### src/hw/rtl/mlh_pkg.sv
`timescale 1ns / 1ps
// ----------------------------------------------------------------------------
// mlh_pkg: shared types and constants for the link hash block
// Hash constants, datapath op codes, sequencing codes and the microcode ROM.
// ----------------------------------------------------------------------------
package mlh_pkg;

   // hash constants
   localparam logic [63:0] SEED_PRIME = (64'd1 << 44) - 64'd377;
   localparam logic [63:0] CHILD_MULT = 64'd353;
   localparam logic [63:0] MIX_K1     = 64'hff51_afd7_ed55_8ccd;
   localparam logic [63:0] MIX_K2     = 64'hc4ce_b9fe_1a85_ec53;
   localparam int          MIX_SHIFT  = 33;

   // item commands
   localparam logic CMD_BEGIN = 1'b0;
   localparam logic CMD_FOLD  = 1'b1;

   // register index, decoded from paddr bit 3
   localparam logic REG_INVALID = 1'b0;

   // datapath operations
   localparam logic [2:0] OP_NOP  = 3'd0;
   localparam logic [2:0] OP_SEED = 3'd1;  // h = type * prime
   localparam logic [2:0] OP_MIX  = 3'd2;  // h = h + ((h << 5) ^ 353 * child)
   localparam logic [2:0] OP_XS   = 3'd3;  // h ^= h >> 33
   localparam logic [2:0] OP_MLO  = 3'd4;  // acc = hL * kL
   localparam logic [2:0] OP_MHA  = 3'd5;  // acc upper += hL * kH
   localparam logic [2:0] OP_MHB  = 3'd6;  // h = acc with upper += hH * kL
   localparam logic [2:0] OP_FIN  = 3'd7;  // load result register

   // sequencing after a step
   localparam logic [1:0] SEQ_NEXT = 2'd0;  // go to next step
   localparam logic [1:0] SEQ_CHK  = 2'd1;  // finish if last, else done
   localparam logic [1:0] SEQ_DONE = 2'd2;  // item done

   // multiplier constant select
   localparam logic KSEL_K1 = 1'b0;
   localparam logic KSEL_K2 = 1'b1;

   // program addresses
   localparam int          STEP_W    = 4;
   localparam logic [3:0]  ADDR_SEED = 4'd0;
   localparam logic [3:0]  ADDR_FOLD = 4'd1;
   localparam logic [3:0]  ADDR_FIN  = 4'd11;

   typedef struct packed {
      logic [2:0] op;
      logic       ksel;
      logic [1:0] seq;
   } uword_type;

   typedef struct packed {
      logic      load;   // capture item fields
      logic      run;    // execute current control word
      uword_type uw;
   } dp_ctl_type;

   // microcode ROM
   function automatic uword_type ucode(input logic [STEP_W-1:0] addr);
      uword_type w;
      unique case (addr)
         4'd0:    w = '{op: OP_SEED, ksel: KSEL_K1, seq: SEQ_CHK};
         4'd1:    w = '{op: OP_MIX,  ksel: KSEL_K1, seq: SEQ_NEXT};
         4'd2:    w = '{op: OP_XS,   ksel: KSEL_K1, seq: SEQ_NEXT};
         4'd3:    w = '{op: OP_MLO,  ksel: KSEL_K1, seq: SEQ_NEXT};
         4'd4:    w = '{op: OP_MHA,  ksel: KSEL_K1, seq: SEQ_NEXT};
         4'd5:    w = '{op: OP_MHB,  ksel: KSEL_K1, seq: SEQ_NEXT};
         4'd6:    w = '{op: OP_XS,   ksel: KSEL_K2, seq: SEQ_NEXT};
         4'd7:    w = '{op: OP_MLO,  ksel: KSEL_K2, seq: SEQ_NEXT};
         4'd8:    w = '{op: OP_MHA,  ksel: KSEL_K2, seq: SEQ_NEXT};
         4'd9:    w = '{op: OP_MHB,  ksel: KSEL_K2, seq: SEQ_NEXT};
         4'd10:   w = '{op: OP_XS,   ksel: KSEL_K2, seq: SEQ_CHK};
         4'd11:   w = '{op: OP_FIN,  ksel: KSEL_K1, seq: SEQ_DONE};
         default: w = '{op: OP_NOP,  ksel: KSEL_K1, seq: SEQ_DONE};
      endcase
      return w;
   endfunction

endpackage

### src/hw/rtl/merkle_link_hash.sv
`timescale 1ns / 1ps
// Only a last item gives a result: a begin item runs the seed step and a fold item the ten
// microcode steps from mix to the final xorshift, each followed by the finish step when last;
// the multiply steps share one 32x32 multiplier. No new item is taken until the sequencer is idle.
// A finished result waits in the output register; a later finish step stalls until it leaves.
// Reset clears the running hash, the sequencer and the output valid, and sets
// the reserved value to all ones.
// ----------------------------------------------------------------------------
// merkle_link_hash: chained 64-bit link content hash
// Microcoded sequencer over a small hash datapath, with an APB register port
// for the reserved hash value.
// ----------------------------------------------------------------------------
module merkle_link_hash (
   input  logic        clock,
   input  logic        reset,
   // item input
   input  logic        req_valid,
   output logic        req_stall,
   input  logic        req_cmd,
   input  logic [15:0] req_atom_type,
   input  logic [63:0] req_child_hash,
   input  logic        req_last,
   // result output
   output logic        rsp_valid,
   input  logic        rsp_stall,
   output logic [63:0] rsp_link_hash,
   // register port
   input  logic        csr_psel,
   input  logic        csr_penable,
   input  logic        csr_pwrite,
   input  logic [3:0]  csr_paddr,
   input  logic [63:0] csr_pwdata,
   output logic [63:0] csr_prdata,
   output logic        csr_pready
);
   import mlh_pkg::*;

   logic              busy_ff, busy_in;
   logic [STEP_W-1:0] step_ff, step_in;
   logic              last_ff, last_in;
   logic              rsp_valid_ff, rsp_valid_in;
   logic [63:0]       rsp_hash_ff, rsp_hash_in;
   logic [63:0]       inv_ff, inv_in;

   logic       accept;
   logic       out_free;
   logic       run;
   uword_type  uw;
   dp_ctl_type dp_ctl;
   logic [63:0] fin_hash;

   // register port
   assign csr_pready = 1'b1;
   assign csr_prdata = (csr_paddr[3] == REG_INVALID) ? inv_ff : 64'd0;

   always_comb begin
      inv_in = inv_ff;
      if (csr_psel && csr_penable && csr_pwrite && csr_pready &&
          csr_paddr[3] == REG_INVALID) begin
         inv_in = csr_pwdata;
      end
   end

   always_ff @(posedge clock) begin
      if (reset) begin
         inv_ff <= '1;
      end else begin
         inv_ff <= inv_in;
      end
   end

   // control word fetch and step gating
   assign uw       = ucode(step_ff);
   assign accept   = req_valid && !busy_ff;
   assign out_free = !rsp_valid_ff || !rsp_stall;
   assign run      = busy_ff && (uw.op != OP_FIN || out_free);
   assign req_stall = busy_ff;

   // sequencer: dispatch on command, step, conditional jump to finish
   always_comb begin
      busy_in = busy_ff;
      step_in = step_ff;
      last_in = last_ff;
      if (accept) begin
         busy_in = 1'b1;
         step_in = (req_cmd == CMD_FOLD) ? ADDR_FOLD : ADDR_SEED;
         last_in = req_last;
      end else if (run) begin
         unique case (uw.seq)
            SEQ_NEXT: step_in = step_ff + 1'b1;
            SEQ_CHK: begin
               if (last_ff) begin
                  step_in = ADDR_FIN;
               end else begin
                  busy_in = 1'b0;
               end
            end
            default: busy_in = 1'b0;
         endcase
      end
   end

   always_ff @(posedge clock) begin
      if (reset) begin
         busy_ff <= 1'b0;
         step_ff <= ADDR_SEED;
         last_ff <= 1'b0;
      end else begin
         busy_ff <= busy_in;
         step_ff <= step_in;
         last_ff <= last_in;
      end
   end

   // datapath
   assign dp_ctl = '{load: accept, run: run, uw: uw};

   mlh_dpath u_dpath (
      .clock              (clock),
      .reset              (reset),
      .ctl                (dp_ctl),
      .atom_type          (req_atom_type),
      .child_hash         (req_child_hash),
      .invalid_hash_value (inv_ff),
      .fin_hash           (fin_hash)
   );

   // output register
   always_comb begin
      rsp_valid_in = rsp_valid_ff;
      rsp_hash_in  = rsp_hash_ff;
      if (run && uw.op == OP_FIN) begin
         rsp_valid_in = 1'b1;
         rsp_hash_in  = fin_hash;
      end else if (rsp_valid_ff && !rsp_stall) begin
         rsp_valid_in = 1'b0;
      end
   end

   always_ff @(posedge clock) begin
      if (reset) begin
         rsp_valid_ff <= 1'b0;
      end else begin
         rsp_valid_ff <= rsp_valid_in;
      end
      rsp_hash_ff <= rsp_hash_in;
   end

   assign rsp_valid     = rsp_valid_ff;
   assign rsp_link_hash = rsp_hash_ff;

endmodule

### src/hw/rtl/mlh_dpath.sv
`timescale 1ns / 1ps
// ----------------------------------------------------------------------------
// mlh_dpath: running hash datapath
// Holds the running hash and a product accumulator; one 32x32 multiplier
// builds each 64-bit wrapping multiply by a mix constant from three partial products.
// ----------------------------------------------------------------------------
module mlh_dpath (
   input  logic               clock,
   input  logic               reset,
   input  mlh_pkg::dp_ctl_type ctl,
   input  logic [15:0]        atom_type,
   input  logic [63:0]        child_hash,
   input  logic [63:0]        invalid_hash_value,
   output logic [63:0]        fin_hash
);
   import mlh_pkg::*;

   logic [63:0] hash_ff, hash_in;
   logic [63:0] acc_ff, acc_in;
   logic [15:0] type_ff;
   logic [63:0] child_ff;

   logic [63:0] kconst;
   logic [31:0] mul_a, mul_b;
   logic [63:0] prod;
   logic [31:0] upper_sum;
   logic [63:0] seed_val, mix_val, xs_val, fin_or;

   // operand selection for the shared multiplier
   always_comb begin
      kconst = (ctl.uw.ksel == KSEL_K2) ? MIX_K2 : MIX_K1;
      mul_a  = (ctl.uw.op == OP_MHB) ? hash_ff[63:32] : hash_ff[31:0];
      mul_b  = (ctl.uw.op == OP_MHA) ? kconst[63:32] : kconst[31:0];
      prod   = 64'(mul_a) * 64'(mul_b);
      upper_sum = acc_ff[63:32] + prod[31:0];
   end

   // constant-operand steps
   always_comb begin
      seed_val = 64'(64'(type_ff) * SEED_PRIME);
      mix_val  = hash_ff + ((hash_ff << 5) ^ 64'(child_ff * CHILD_MULT));
      xs_val   = hash_ff ^ (hash_ff >> MIX_SHIFT);
   end

   // next-state selection per control word
   always_comb begin
      hash_in = hash_ff;
      acc_in  = acc_ff;
      if (ctl.run) begin
         case (ctl.uw.op)
            OP_SEED: hash_in = seed_val;
            OP_MIX:  hash_in = mix_val;
            OP_XS:   hash_in = xs_val;
            OP_MLO:  acc_in  = prod;
            OP_MHA:  acc_in  = {upper_sum, acc_ff[31:0]};
            OP_MHB:  hash_in = {upper_sum, acc_ff[31:0]};
            default: ;
         endcase
      end
   end

   // running hash, cleared by reset
   always_ff @(posedge clock) begin
      if (reset) begin
         hash_ff <= '0;
      end else begin
         hash_ff <= hash_in;
      end
   end

   // accumulator and captured item fields
   always_ff @(posedge clock) begin
      acc_ff <= acc_in;
      if (ctl.load) begin
         type_ff  <= atom_type;
         child_ff <= child_hash;
      end
   end

   // finished value: top bit set, stepped off the reserved value
   always_comb begin
      fin_or   = hash_ff | {1'b1, 63'd0};
      fin_hash = (fin_or == invalid_hash_value) ? fin_or - 64'd1 : fin_or;
   end

endmodule

### config.mk
export PLATFORM = sky130hd
export DESIGN_NAME = merkle_link_hash
export DESIGN_NICKNAME = d
export VERILOG_FILES = /design/src/hw/rtl/mlh_pkg.sv /design/src/hw/rtl/merkle_link_hash.sv /design/src/hw/rtl/mlh_dpath.sv
export SDC_FILE = /design/constraint.sdc
export NUM_CORES = 2
export LEC_CHECK = 0
export CORE_MARGIN = 10
export CORE_UTILIZATION = 50
export DETAILED_ROUTE_END_ITERATION = 8
export DONT_BUFFER_PORTS = 1
export GPL_TIMING_DRIVEN = 1
export HOLD_SLACK_MARGIN = 0.05
export SLEW_MARGIN = 30
export SYNTH_ARGS = -nofsm -noshare
export SYNTH_HDL_FRONTEND = slang
export SYNTH_SLANG_ARGS = --single-unit
export TNS_END_PERCENT = 50
### constraint.sdc
create_clock -name clock -period 31.8 [get_ports clock]
set_input_delay 4.77 -clock clock [delete_from_list [all_inputs] [get_ports clock]]
set_output_delay 4.77 -clock clock [all_outputs]
set_load 0.05 [all_outputs]
==> results.sh <==
export IMPL_status="completed"
export IMPL_ys_dominant_reg_cell="edfxtp_1"
export IMPL_critPathKind="reg -> reg"
export IMPL_end_kind="flop"
export IMPL_root_buffer="clkbuf_16"
export IMPL_fin_crit_ns=13.43
export IMPL_crit_path_max_fanout=46
export IMPL_synth_top_area_share_pct=34.2
export IMPL_gp_routability_congestion=1.01
export IMPL_fillers=12200
export IMPL_clk_latency_ns=0.67
export IMPL_rr_worst_depth=35
export IMPL_fin_nets=8990
export IMPL_grt_util_all_layers_pct=32.3
export IMPL_fp_dieH_um=383
export IMPL_pin_count=288
export IMPL_hold_viol=0
export IMPL_max_freq_mhz=74.4
export IMPL_setup_viol=0
export IMPL_area_growth_pct=5.47
export IMPL_seq_area_mm2=0.00907
export IMPL_grt_max_degree=76
export IMPL_synth_seq_cells=349
export IMPL_synth_avg_cell_area_um2=9.26
export IMPL_routed_via_density=5.83
export IMPL_cts_resized=0
export IMPL_grt_overflow_total=0
export IMPL_clock_sinks=349
export IMPL_whs_path_depth=2
export IMPL_use_met3_pct=4.81
export IMPL_multi_input_area_mm2=0.0502
export IMPL_fin_crit_sh_pct=42.2
export IMPL_grt_pass1_vias=52200
export IMPL_cp_slowest_cell="nor2_1"
export IMPL_vias=51100
export IMPL_grt_pass1_wl_um=350000
export IMPL_cts_buffers_inserted=46
export IMPL_cp_common_cell="fa_1"
export IMPL_rows=132
export IMPL_hpwl_um=202000
export IMPL_clockBufferDepth=3
export IMPL_met2_usage_pct=53.3
export IMPL_setup_tns_ns=0
export IMPL_grt_antenna_before_repair=11
export IMPL_synth_commonest_cells="inv_1, fa_1, ha_1"
export IMPL_drive_above_1_share_pct=3.69
export IMPL_grt_most_used_layer="met2"
export IMPL_initial_core_util_pct=50.6
export IMPL_syn_nets=9096
export IMPL_placed_cells=8683
export IMPL_synth_most_common_cell="inv_1"
export IMPL_tritoncts="built"
export IMPL_syn_inst=7095
export IMPL_worstPathArrival_ns=14.01
export IMPL_routed_wl_um=239000
export IMPL_critPathLaunchType="flop"
export IMPL_synth_edf_count=208
export IMPL_ant_nets=0
export IMPL_slowest_delay_ns=0.91
export IMPL_remaining_drc_errors=0
export IMPL_maxCapViolations=0
export IMPL_synth_seq_area_share_pct=13.8
export IMPL_fin_cells=8775
export IMPL_synth_area_leaders="fa_1, ha_1, edfxtp_1"
export IMPL_cts_setup_buffers=0
export IMPL_first_pass_iters=6
export IMPL_synth_area_mm2=0.0657
export IMPL_yosysWarnings=0
export IMPL_max_slew_margin_pct=29.4
export IMPL_async_reset_ff_share_pct=0
export IMPL_clk_pin_slew_worst_paths_ns=0.06
export IMPL_core_area_mm2=0.130
export IMPL_die_width_um=383
export IMPL_h_tree_depth=2
export IMPL_portBuffers=0
export IMPL_skew_ns=0.0523
export IMPL_rsz0062_at_grt="false"
export IMPL_cts_hold_buf=0
export IMPL_dr_first_iter_drc_count=4996
export IMPL_yosysTopAreaCell="fa_1"
export IMPL_dieArea_mm2=0.146
export IMPL_slew_violations=0
export IMPL_tightest_slew_ns=1.06
export IMPL_wire_per_inst_um=27.2
export IMPL_synth_cell_type_count=91
export IMPL_required_ns=32.38
export IMPL_hold_class="reg -> reg"
export IMPL_use_met1_pct=41.2
area by class of cell:
class	instances	share of cell area, %
antenna	8	0.0289
clock buffer	70	1.89
clock inverter	14	0.256
inverter	1487	8.05
multi-input combinational	4997	72.4
sequential	349	13.1
tap	1742	3.14
timing repair buffer	108	1.17
stage by stage:
stage | setup slack [ns] | hold slack [ns] | util [%] | instance area, µm²
global placement | 18.62 | 0.483 | 52.1 | 67800
floorplan | 21.16 | 0.448 | - | 65700
finish | 18.37 | 0.490 | 53.3 | 69300
CTS | 18.57 | 0.493 | 53.3 | 69300
global route | 17.95 | 0.513 | 53.3 | 69300
detailed placement | 18.54 | 0.485 | 52.2 | 67800
cells in the final DEF, fill, tap and decap left out, types with 65 or more instances in the layout:
master,count
buf_4,108
xnor2_1,294
nand3_1,113
a21o_1,143
ha_1,719
nand2b_1,72
inv_1,1474
nor2_1,452
fa_1,1123
nand4_1,65
edfxtp_1,208
xor2_1,140
a21oi_1,377
dfxtp_1,140
nor2b_1,75
o21ai_0,216
nand2_1,518
registers in the layout, indices dropped and copies added (netlist names):
register          flops
inv_ff               64
last_ff               1
req_stall             1
rsp_link_hash        64
rsp_valid             1
step_ff               4
u_dpath.acc_ff       64
u_dpath.child_ff     64
u_dpath.hash_ff      64
u_dpath.type_ff      16
uw                    6
routing by layer:
metal / wire length, µm / vias up
met1: 92500 / 25700
met4: 14900 / 2
li1: - / 22500
met3: 18700 / 512
met5: 10 / -
met2: 113000 / 2363
critical path: cells and delay by family (launching register included):
kind                       cells  cell delay (ns)
DFF                            1             0.31
buffers and inverters          6             1.75
xor gates and xnor gates       2             1.09
AOI/OAI and AO/OA             10             2.05
adders and majority gates     10             4.87
and+or+nand+nor                7             3.25
kinds of logic (layout without fill, tap and decap cells):
family | count (synthesis) | in the layout | synth area share, %
adder cells (fa/ha/maj) | 1844 | 1844 | 47.9
buffers and inverters | 1749 | 1679 | 10.0
AND/OR/NAND/NOR | 1539 | 1539 | 10.9
AO/OA/AOI/OAI | 1151 | 1151 | 11.1
XOR/XNOR | 435 | 435 | 5.81
flip-flops | 349 | 349 | 13.8
multiplexers | 26 | 26 | 0.404
other | 2 | 10 | 0.0114
worst paths after layout:
check | slack (ns) | to | start
hold / removal | 0.49 | inv_ff[63]$_SDFFE_PP1P_ | inv_ff[63]$_SDFFE_PP1P_
hold reg to reg | 0.49 | inv_ff[63]$_SDFFE_PP1P_ | inv_ff[63]$_SDFFE_PP1P_
setup / recovery | 18.37 | u_dpath.hash_ff[63]$_SDFFE_PP0P_ | uw[5]$_DFF_P_
setup reg to reg | 18.37 | u_dpath.hash_ff[63]$_SDFFE_PP0P_ | uw[5]$_DFF_P_
Power is left out: the tool's default activity adds up to more than one toggle a clock period on the data nets, which glitch-free logic cannot reach.
